$ cat config.mk
export PLATFORM = sky130hd
export DESIGN_NAME = rgpd_ram
export DESIGN_NICKNAME = d
export VERILOG_FILES = /design/src/radius_gated_point_dedup_table_macros.svh /design/src/rgpd_ram.sv
export SDC_FILE = /design/constraint.sdc
export NUM_CORES = 1
export LEC_CHECK = 0
export BUFFER_PORTS_ARGS = -buffer_cell sky130_fd_sc_hd__buf_2
export CAP_MARGIN = 20
export CORE_MARGIN = 3
export CORE_UTILIZATION = 30
export DETAILED_ROUTE_END_ITERATION = 16
export MAX_ROUTING_LAYER = met4
export PLACE_DENSITY = 0.49
export SLEW_MARGIN = 20
export SYNTH_ARGS = -nofsm -noshare
export SYNTH_HDL_FRONTEND = slang
export SYNTH_SLANG_ARGS = --single-unit
$ cat constraint.sdc
create_clock -name i_clk -period 2.62 [get_ports i_clk]
set_input_delay 0.131 -clock i_clk [delete_from_list [all_inputs] [get_ports i_clk]]
set_output_delay 0.131 -clock i_clk [all_outputs]
set_load 0.03 [all_outputs]
$ cat src/radius_gated_point_dedup_table_macros.svh
// ----------------------------------------------------------------------------
// Assertion macros for the point dedup table
// Shared property wrappers, sampled on i_clk and disabled while in reset.
// ----------------------------------------------------------------------------
`ifndef RADIUS_GATED_POINT_DEDUP_TABLE_MACROS_SVH
`define RADIUS_GATED_POINT_DEDUP_TABLE_MACROS_SVH

// cons must hold in the same cycle as ante
`define RGPD_ASSERT_NOW(lbl, ante, cons, msg) \
    lbl: assert property (@(posedge i_clk) disable iff (!i_rst_n) \
        (ante) |-> (cons)) else $error(msg);

// cons must hold in the cycle after ante
`define RGPD_ASSERT_NEXT(lbl, ante, cons, msg) \
    lbl: assert property (@(posedge i_clk) disable iff (!i_rst_n) \
        (ante) |=> (cons)) else $error(msg);

`endif

$ cat src/rgpd_ram.sv
// ----------------------------------------------------------------------------
// rgpd_ram
// Simple dual-port RAM, one write and one registered read port.
// ----------------------------------------------------------------------------
module rgpd_ram #(
    parameter int WIDTH = 8,
    parameter int DEPTH = 32,
    localparam int AW   = (DEPTH > 1) ? $clog2(DEPTH) : 1
) (
    input  logic             i_clk,
    input  logic             i_we,
    input  logic [AW-1:0]    i_waddr,
    input  logic [WIDTH-1:0] i_wdata,
    input  logic [AW-1:0]    i_raddr,
    output logic [WIDTH-1:0] o_rdata
);

    logic [WIDTH-1:0] r_mem [DEPTH];
    logic [WIDTH-1:0] r_rdata;

    always_ff @(posedge i_clk) begin
        if (i_we) begin
            r_mem[i_waddr] <= i_wdata;
        end
        r_rdata <= r_mem[i_raddr];
    end

    assign o_rdata = r_rdata;

endmodule

* After elaboration in Yosys (flattened, before gate mapping) *
Memories as Yosys holds them, arrays and structs flattened. A register that Yosys moved wholly into a read port is not among the register bits.
Index checks and enable logic that the tools add are counted.

word-level totals
  register bits after elaboration = 0
  latch bits = 0
  bits in writable memories = 256
  bits in read-only memories = 0
  bits of input ports = 20
  output and inout port bits = 8
  word-level logic and storage cells = 3
  memories kept = 1

cells by class
  add/sub/neg operators = 0
  $mul = 0
  divide/modulo/power cells = 0
  $lt $le $gt $ge = 0
  equal/unequal tests = 0
  shifts and indexed selects = 0
  muxes and demuxes = 2
  bitwise gates (word level) = 0
  reductions and logical operators = 0

memory list
  name   words  bits a word  read ports  clocked after memory_dff  write ports  line            source
  r_mem  32     8            1           1                         1            rgpd_ram.sv:18  logic [WIDTH-1:0] r_mem [DEPTH];

operators by type and width
  kind              number
  1-bit 2-to-1 mux  2

* Depth between registers and ports, before layout *
  depth in word-level cells = 2
  mapped depth = 5
  gate-level depth less buffers = 3

* Least setup slack after synthesis *
OpenSTA, ideal clock, no wires.

  path type = input -> register
  start = input i_raddr[2]
  end = register r_rdata[0] (netlist: o_rdata[0]), read port of r_mem
  setup time = 0.121 ns
  arrival time = 1.813 ns
  required time = 2.499 ns
  setup slack = 0.687 ns
  stages = 5
  buffers on the path = 2
  cells stage by stage = clkbuf_1 clkbuf_1 mux4_2 mux4_2 mux2_2

RTL lines
  what         line            source
  from (decl)  rgpd_ram.sv:14  input logic [AW-1:0] i_raddr,
  to (decl)    rgpd_ram.sv:19  logic [WIDTH-1:0] r_rdata;

==> metrics.md <==
| Metric | Value |
|---|---|
| First-pass GRT wire length | `approximately 33 mm` |
| Yosys warning total | `0` |
| Critical path arrival | `2.26 ns` |
| Fill cells | `around 3,000` |
| Maxcap violations | `0` |
| Max IR drop VDD | `0.459 mV` |
| # resized after CTS | `0` |
| Initial DRC count | `around 320` |
| Setup crit end kind | `flop` |
| HPWL after detailed placement | `roughly 14 mm` |
| Routability cong. | `approximately 0.73` |
| Gate Count Post-Synth | `about 420` |
| Core Area | `between 30,000 and 40,000 um2` |
| Sw frac | `roughly a fifth` |
| Drt via density | `between 4 and 5` |
| Port Buffers | `27` |
| Final wirelength | `21.6 mm` |
| Total power | `8.88 mW` |
| Largest family of logic cells by synthesized area | `multiplexers` |
| Routing usage on met1 | `between 10% and 20%` |
| Vias | `4,418` |
| Min-Delay Path Class | `in -> reg` |
| Met2 usage | `between 20% and 30%` |
| Internal power | `a little over 7 mW` |
| DP Cell Count | `around 900` |
| Status | `complete, no violations` |
| Post-synth top area cell | `edfxtp_1` |
| # rows | `between 60 and 70` |
| Clock group share of total power | `between 40 and 50%` |
| CP startpoint kind | `flop` |
| Most common cell after layout, fill and taps aside | `edfxtp_1` |
| CP Class | `reg -> reg` |
| Worst EP required | `between 3 and 4 ns` |
| CTS Root Cell | `clkbuf_16` |
| Hold buffers post-CTS | `0` |
| Total congestion overflow | `0` |
| Die area | `approximately 36,000 um2` |
| Synth Area in Adders | `0%` |
| Clk slew on worst S/H paths | `roughly 0.06 ns` |
| # setup viols final | `0` |
| Multi-input logic area | `2100 um2` |
| Syn_nets | `437` |
| Area contributors post-synth | `edfxtp_1 76%, mux4_2 18%, dfxtp_1 1.6%` |
| Num CTS Buffers | `26` |
| Fin nets | `about 500` |
| CTS tree | `yes` |
| Seq cells post-synth | `roughly 260` |
| Syn-to-layout area delta | `17.4%` |
| Slew Limit Fails | `0` |
| Clk_lat worst skew | `0.52 ns` |
| Sw power | `between 1.5 and 2 mW` |
| I/O Pins | `28` |
| Overall routing resource usage | `between 10 and 15%` |
| Period utilisation layout | `approximately 70%` |
| DR WL/cell | `22.7 um` |
| Fin Hold WS | `roughly 0.052 ns` |
| Minimum clock period | `between 1.5 and 2 ns` |
| Diodes inserted | `0` |
| DRC violations left | `0` |
| Post-Syn Area per Cell | `roughly 24 um2` |
| Seq pwr share | `53.1%` |
| Slew headroom | `approximately half` |
| H-tree levels | `1` |
| Layout cells sized above 1 | `a little under two fifths` |
| CP max FO | `1` |
| Met3 Track Usage GR | `under 10%` |
| Area share of and/or/nand/nor cells after synthesis | `about 2.1%` |
| Fmax | `around 540 MHz` |
| Compound-Gate Fraction of Synth Area | `0%` |
| Synth top area share | `76.5%` |
| Post-Synth XOR/XNOR Area | `0%` |
| Busiest grt layer | `met2` |
| Die Wd | `189 um` |
| Total setup buffers inserted after CTS | `0` |
| Final hold vios | `0` |
| Initial antenna violation count | `1` |
| Unique cell type count in the Yosys netlist | `15` |
| Starting Density | `between 30% and 40%` |
| Clk sinks | `about 260` |
| Post-Syn Area | `roughly 10,000 um2` |
| Most frequent cells in the layout | `256 x edfxtp_1, 80 x mux4_2, 33 x nor2_1` |
| Clk buf depth | `3` |
| Initial DRT Pass Iterations | `4` |
| Vias in the first global route | `~4,700` |
| Final Skew | `0.0155 ns` |
| Mux contribution to synthesized area | `18.8%` |
| Final TNS setup | `0 ns` |
| Logic pwr share | `around 5.4%` |
| Worst-margin pin slew | `about 0.76 ns` |
| Register area share after synthesis | `between 70% and 80%` |
| Unrepaired setup endpoints after global routing | `no` |
| Leak pwr | `~3.7 nW` |
| Post-DRT Antenna Nets | `0` |
| FF/Latch Area | `7850 um2` |
| Largest net degree at the start of global routing | `65` |
| Pwr Density | `around 750 nW/um2` |
| Finished Layout Cells | `roughly 950` |
| Die height | `about 190 um` |
==> logic make-up (layout without fill, tap and decap cells) <==
kind of cell,Yosys count,count (layout)
flip-flops,264,264
multiplexers,88,88
buffers and inverters,20,110
AND/OR/NAND/NOR,45,45
==> final timing paths <==
check                              start            endpoint  slack [ns]  depth (start not counted)
hold reg to reg   r_mem[30][0]$_DFFE_PP_  o_rdata[0]$_DFF_P_        0.90                          3
hold / removal                i_raddr[3]  o_rdata[4]$_DFF_P_        0.05                          2
setup reg to reg  r_mem[21][1]$_DFFE_PP_  o_rdata[1]$_DFF_P_        0.78                          3
setup / recovery  r_mem[21][1]$_DFFE_PP_  o_rdata[1]$_DFF_P_        0.78                          3
==> state kept, by name, indices dropped and copies added, names as in the netlist <==
signal and flops:
r_mem 256, o_rdata 8
==> worst max-delay path: stages, from the launching register on <==
cell	delay, ns
edfxtp_1	0.37
mux4_2	0.50
mux4_2	0.58
mux2_2	0.29
==> metrics by stage <==
stage | instance area (um2) | worst slack [ns] | util [%]
after global placement | 11000 | 0.406 | 33.4
after floorplan | 10100 | 0.687 | -
after detailed placement | 11000 | 0.392 | 33.4
after global routing | 11800 | 0.716 | 36.0
after CTS | 11800 | 0.757 | 36.0
final | 11800 | 0.778 | 36.0
==> power by group through the flow <==
stage          clock, mW  sequential (mW)  combinational, mW
2_1_floorplan          0             4.83              0.250
3_3_place_gp           0             4.81              0.487
3_5_place_dp           0             4.81              0.497
4_1_cts             3.77             4.72              0.499
5_1_grt             3.94             4.72              0.524
6_report            3.68             4.72              0.484
==> per-layer routing <==
layer / vias up / routed length [um]
met5: - / 0
met4: 0 / 490
met3: 29 / 903
met2: 78 / 10500
met1: 2395 / 9680
li1: 1916 / -
==> cells in the mapped netlist (all sizes together) <==
| cell type | instances |
|---|---|
| edfxtp | 256 |
| mux4 | 80 |
| nor2 | 33 |
| buf | 14 |
| dfxtp | 8 |
| mux2 | 8 |
| clkbuf | 6 |
| nand3b | 5 |
| or3b | 3 |
| nand3 | 2 |
| nand2 | 1 |
| or3 | 1 |
==> layout make-up <==
| cell class | instances | area share, % |
|---|---|---|
| Sequential cell | 264 | 66.5 |
| Multi-Input combinational cell | 133 | 17.8 |
| Timing Repair Buffer | 62 | 3.82 |
| Clock inverter | 17 | 1.36 |
| Clock buffer | 31 | 5.85 |
| Tap cell | 442 | 4.69 |
(Power assumes the default switching activity.)
