File: src/radius_gated_point_dedup_table_macros.svh
// ----------------------------------------------------------------------------
// Assertion macros for the point dedup table
// Shared property wrappers, sampled on i_clk and disabled while in reset.
// ----------------------------------------------------------------------------
`ifndef RADIUS_GATED_POINT_DEDUP_TABLE_MACROS_SVH
`define RADIUS_GATED_POINT_DEDUP_TABLE_MACROS_SVH

// cons must hold in the same cycle as ante
`define RGPD_ASSERT_NOW(lbl, ante, cons, msg) \
    lbl: assert property (@(posedge i_clk) disable iff (!i_rst_n) \
        (ante) |-> (cons)) else $error(msg);

// cons must hold in the cycle after ante
`define RGPD_ASSERT_NEXT(lbl, ante, cons, msg) \
    lbl: assert property (@(posedge i_clk) disable iff (!i_rst_n) \
        (ante) |=> (cons)) else $error(msg);

`endif

File: src/rgpd_pkg.sv
// ----------------------------------------------------------------------------
// rgpd_pkg
// Field widths, register indexes and the stored entry layout.
// ----------------------------------------------------------------------------
package rgpd_pkg;

    localparam int COORD_W   = 20;
    localparam int STAMP_W   = 48;
    localparam int ID_W      = 32;
    localparam int RADIUS_W  = 16;
    localparam int TIMEOUT_W = 27;
    localparam int R2_W      = 2 * RADIUS_W;
    localparam int CFG_IDX_W = 2;

    localparam logic [CFG_IDX_W-1:0] CFG_RADIUS  = 2'd0;
    localparam logic [CFG_IDX_W-1:0] CFG_TIMEOUT = 2'd1;

    localparam logic [RADIUS_W-1:0]  RADIUS_RST  = 16'd3000;
    localparam logic [TIMEOUT_W-1:0] TIMEOUT_RST = 27'd60000;

    typedef struct packed {
        logic [ID_W-1:0]           id;
        logic signed [COORD_W-1:0] x;
        logic signed [COORD_W-1:0] y;
        logic signed [COORD_W-1:0] z;
        logic [STAMP_W-1:0]        stamp;
    } t_entry;

    localparam int ENTRY_W = $bits(t_entry);

    // distance unit status toward the sequencer
    typedef struct packed {
        logic busy;
        logic vld;
        logic hit;
    } t_dist_stat;

endpackage

File: src/rgpd_dist.sv
// ----------------------------------------------------------------------------
// rgpd_dist
// Three-stage planar distance test: difference, square, sum and compare.
// ----------------------------------------------------------------------------
module rgpd_dist import rgpd_pkg::*; (
    input  logic                      i_clk,
    input  logic                      i_rst_n,
    input  logic                      i_vld,
    input  logic signed [COORD_W-1:0] i_px,
    input  logic signed [COORD_W-1:0] i_py,
    input  logic signed [COORD_W-1:0] i_ex,
    input  logic signed [COORD_W-1:0] i_ey,
    input  logic [R2_W-1:0]           i_r2,
    output t_dist_stat                o_stat
);

    localparam int DW = COORD_W + 1;
    localparam int SW = 2 * COORD_W;

    logic                 r_v1, r_v2, r_v3, r_hit;
    logic signed [DW-1:0] r_dx, r_dy;
    logic [SW-1:0]        r_sqx, r_sqy;
    logic signed [2*DW-1:0] w_px2, w_py2;
    logic [SW:0]          w_sum;

    assign w_px2 = r_dx * r_dx;
    assign w_py2 = r_dy * r_dy;
    assign w_sum = {1'b0, r_sqx} + {1'b0, r_sqy};

    always_ff @(posedge i_clk) begin
        if (!i_rst_n) begin
            r_v1 <= 1'b0;
            r_v2 <= 1'b0;
            r_v3 <= 1'b0;
        end else begin
            r_v1 <= i_vld;
            r_v2 <= r_v1;
            r_v3 <= r_v2;
        end
        r_dx  <= {i_px[COORD_W-1], i_px} - {i_ex[COORD_W-1], i_ex};
        r_dy  <= {i_py[COORD_W-1], i_py} - {i_ey[COORD_W-1], i_ey};
        // |dx| < 2^20, so the square fits in 40 bits
        r_sqx <= w_px2[SW-1:0];
        r_sqy <= w_py2[SW-1:0];
        r_hit <= w_sum < {{(SW+1-R2_W){1'b0}}, i_r2};
    end

    assign o_stat.busy = r_v1 | r_v2;
    assign o_stat.vld  = r_v3;
    assign o_stat.hit  = r_hit;

endmodule
File: config.mk
export PLATFORM = sky130hd
export DESIGN_NAME = rgpd_dist
export DESIGN_NICKNAME = d
export VERILOG_FILES = /design/src/radius_gated_point_dedup_table_macros.svh /design/src/rgpd_pkg.sv /design/src/rgpd_dist.sv
export SDC_FILE = /design/constraint.sdc
export NUM_CORES = 2
export LEC_CHECK = 0
export BUFFER_PORTS_ARGS = -buffer_cell sky130_fd_sc_hd__buf_2
export CORE_ASPECT_RATIO = 2
export CORE_MARGIN = 3
export CORE_UTILIZATION = 65
export CTS_BUF_LIST = sky130_fd_sc_hd__clkbuf_8
export CTS_CLUSTER_SIZE = 20
export DETAILED_ROUTE_END_ITERATION = 6
export GPL_TIMING_DRIVEN = 1
export PLACE_DENSITY = 0.94
export SLEW_MARGIN = 10
export SYNTH_ARGS = -nofsm -noshare
export SYNTH_HDL_FRONTEND = slang
export SYNTH_SLANG_ARGS = --single-unit
File: constraint.sdc
create_clock -name i_clk -period 22.2 [get_ports i_clk]
set_clock_uncertainty 0.15 [all_clocks]
set_input_delay 1.11 -clock i_clk [delete_from_list [all_inputs] [get_ports i_clk]]
set_output_delay 1.11 -clock i_clk [all_outputs]
set_load 0.01 [all_outputs]
[Word level (Yosys, flattened, before mapping)]
Cells that the tools add are included.
Cells by class
  add/sub/neg operators: 3
  multiply operators: 2
  magnitude comparators: 1
  bitwise gates (word level): 1
Operator list (number)
  $mul 21x21->40: 2
  $sub 20x20->21: 2
  $add 40x40->41: 1
  $lt 41x32->1: 1
  $or 1x1->1: 1
Word-level totals
  flip-flop bits (word level): 126
  input port bits: 115
  output and inout bits: 3
  word-level logic and storage cells: 15

[Depth between registers and ports, before layout]
  depth in word-level cells: 2
  gate-level depth with buffers: 29
  mapped depth without buffers: 27

[Least setup slack after synthesis]
Ideal clock, no wire load.
  path type: register to register
  start: register r_dy[20]
  end: register r_sqy[39]
  arrival time: 6995 ps
  required time: 21978 ps
  setup slack: 14983 ps
  stages on the path, launching flop included: 27
  clock period less this slack: 7217 ps
  path through: dfxtp_1 > clkbuf_1 > inv_1 > clkbuf_1 > buf_1 > nor2_1 > fa_1 > fa_1 > inv_1 > fa_1 > inv_1 > fa_1 > fa_1 > fa_1 > inv_1 > fa_1 > inv_1 > ha_1 > a21o_1 > a21o_1 > a21oi_1 > o21bai_1 > a21o_1 > a21oi_1 > o221ai_1 > a21oi_1 > xnor2_1
Between the ends
  longest elaborated chain between the ends: 1
Ends and longest elaborated chain
  from (decl): line rgpd_dist.sv:21  | logic signed [DW-1:0] r_dx, r_dy;
  from (signal assigned): line rgpd_dist.sv:41  | r_dy <= {i_py[COORD_W-1], i_py} - {i_ey[COORD_W-1], i_ey};
  $mul 21x21->40: line rgpd_dist.sv:27  | assign w_py2 = r_dy * r_dy;
  net w_py2[39]: line rgpd_dist.sv:23  | logic signed [2*DW-1:0] w_px2, w_py2;
  to (signal assigned): line rgpd_dist.sv:44  | r_sqy <= w_py2[SW-1:0];
  to (decl): line rgpd_dist.sv:22  | logic [SW-1:0] r_sqx, r_sqy;
The timed path passes the listed nets, and every way through them passes these cells.
A chain may end at the register's enable or synchronous reset.

[Final worst setup path]
Same ends and word-level chain as after synthesis.

==> flow_metrics.tcl <==
set metrics [dict create \
    run_status "complete, but fails checks" \
    violations "DRC" \
    rows 119 \
    worst_pin_slew_ns 1.133 \
    cp.buffers_inverters 5 \
    worstSetupStartpointType "register" \
    h-tree-depth 4 \
    syn_avg_cell_area_um2 9.325 \
    port_buffers 117 \
    ctsLongestPathBuffers 2 \
    syn-cell-area_mm2 0.03481 \
    critPathKind "register to register" \
    grt_max_degree 27 \
    cts_buffers 17 \
    die_y_um 333.3 \
    cts_resized 0 \
    drv_slew 0 \
    ys.flop_type "dfxtp_1" \
    cts_tree "built" \
    fp.dieArea_mm2 0.05653 \
    finalCriticalPeriod_ns 8.523 \
    maxCapViolCount 0 \
    max_freq_ghz 0.1173 \
    critPathRequiredTime_ns 22.44 \
    finalHoldViolCount 0 \
    synth_cells 3733 \
    synth_area_leader_cell "fa_1" \
    first_pass_iters 7 \
    synth.ff_latch_count 124 \
    arrival_ns 8.77 \
    setup_violations 0 \
    ys_seq_area_share_pct 7.131 \
    crit_path_max_fanout 21 \
    ant_nets 0 \
    cts_setup_buffers 0 \
    core-area_mm2 0.05286 \
    tns_ns 0 \
    globalplace.congestion 1.026 \
    initial_utilization_pct 65.86 \
    timing.rr.start "r_dy[20]" \
    hp-start "r_v2" \
    grt_usage_pct 35.45 \
    wl_per_cell_um 21.43 \
    hpwl_um 78100 \
    grt.overflow.total 0 \
    routed_wl_um 96180 \
    ios 118 \
    drt_iter0_markers 2041 \
    antenna_found_initial 2 \
    end_kind "register" \
    area_growth_pct 4.784 \
    cp-startpoint "r_dy[20]" \
    fin_crit_sh_pct 38.39 \
    cpMostUsedCell "fa_1" \
    yosysTopAreaCellShare_pct 46.18 \
    crit_slowest_cell "dfxtp_1" \
    drive_above_1_share_pct 5.417 \
    relSlewSlack_pct 24.36 \
    grt_pass1_wl_um 153800 \
    via_per_inst 5.955 \
    path_clk_slew_ns 0.10 \
    clock_latency_ns 0.53 \
    fillerInstances 3493 \
    synth_edf_count 0 \
    grt_setup_unrepaired "no" \
    cts_hold_buffers 0 \
    root_buffer "clkbuf_8" \
    layout.nets 5079 \
    synth_cell_type_count 78 \
    synth_area_leaders "fa_1 (46%), ha_1 (13%), inv_1 (12%)" \
    synth_nets 5002 \
    worstPathCellList "inv_1, nor2_1, fa_1, fa_1, inv_1, fa_1, inv_1, fa_1, fa_1, fa_1, inv_1, fa_1, inv_1, ha_1, a21o_1, a21o_1, a21oi_1, o21bai_1, a21o_1, a21oi_1, o221ai_1, a21oi_1, xnor2_1" \
    die_x_um 169.6 \
    async_flop_share_pct 0 \
    min_path_type "register to register" \
    slowest_delay_ns 0.78 \
    grt_pass1_vias 31261 \
    synth_warnings 0 \
    post-route-drc-count 6 \
    vias 26725 \
    cts.sinks 124 \
    path_delay_family "adder cells" \
]
==> cell type report <==
class / instances / area, um2 / share of cell area [%]
diodes: 2 / 5.005 / 0.01372
clock buffers: 18 / 247.7 / 0.6792
clock inverters: 12 / 126.4 / 0.3465
inverters: 1095 / 4110 / 11.27
multi-input cells: 2430 / 27900 / 76.49
flip-flops and latches: 124 / 2482 / 6.806
well taps: 665 / 832.0 / 2.281
repair buffers: 142 / 773.2 / 2.120
==> Yosys cell counts (10+ instances only) <==
master / number
o21ai_1: 20
o21bai_1: 13
inv_1: 1091
nor3_1: 36
nor2b_1: 29
xor2_1: 40
o211ai_1: 10
a21oi_1: 87
clkbuf_1: 76
dfxtp_1: 124
a211oi_1: 16
nand3_1: 20
a21o_1: 48
ha_1: 351
o21ai_0: 36
and3_1: 13
a31oi_1: 12
nor2_1: 166
and2_1: 134
xnor2_1: 142
fa_1: 803
nand2_1: 305
o21a_1: 14
nand2b_1: 28
==> routing by layer <==
metal	global-route usage, %	vias to the layer above	share of wire [%]
li1	-	11153	-
met1	32.30	12993	28
met2	62.46	1731	51
met3	8.657	848	8.5
met4	33.45	0	12
met5	0	-	0
==> state kept, by name, summed over array words and instances (netlist names) <==
register	cells
r_sqx	39
r_v2	1
r_dy	21
r_sqy	39
r_v1	1
r_hit	1
r_dx	21
r_v3	1
==> layout by cell type, fill, tap and decap left out, drive strengths merged, types with 90 or more instances in the layout <==
master,n
a21oi,90
inv,1093
xnor2,142
fa,803
dfxtp,124
nor2,167
and2,134
ha,351
buf,142
nand2,305
==> through the flow <==
step           worst slack (ns)  area [um2]  hold WS [ns]  utilization [%]  cells
2_1_floorplan             14.98       34810        0.2151                -   3733
3_3_place_gp              14.27       36090        0.2835            68.28   4456
3_5_place_dp              13.86       36090        0.2880            68.28   4456
4_1_cts                   13.81       36470        0.3178            68.99   4486
5_1_grt                   13.35       36470        0.3423            69.00   4487
6_report                  13.68       36480        0.3090            69.01   4488
==> final timing paths <==
check / to / slack [ns] / cells past startpoint
worst min-delay path: r_v3 / 0.31 / 1
worst min register to register: r_v3 / 0.31 / 1
worst max register to register: r_sqy[39] / 13.68 / 23
worst max-delay path: r_sqy[39] / 13.68 / 23
==> worst register-to-register path: cells and delay by family, from the launching register on <==
| family | cells | cell delay (ns) |
|---|---|---|
| AND/OR/NAND/NOR | 1 | 0.53 |
| flip-flops | 1 | 0.78 |
| AO/OA/AOI/OAI | 8 | 1.45 |
| buffers and inverters | 5 | 1.06 |
| XOR/XNOR | 1 | 0.08 |
| adder cells (fa/ha/maj) | 8 | 4.34 |
==> logic make-up (layout without fill, tap and decap cells) <==
group                    after synthesis  count (layout)  synth area share [%]
AO/OA/AOI/OAI                        318             318                 6.172
XOR/XNOR                             182             182                 4.579
adder cells (fa/ha/maj)             1154            1154                 58.80
buffers and inverters               1179            1267                 12.74
flip-flops                           124             124                 7.131
multiplexers                           5               5                0.1581
other                                  0               2                     0
AND/OR/NAND/NOR                      771             771                 10.42
Power is not shown: default switching activity piles up to over one toggle a cycle in this logic, so the estimate is an artifact.
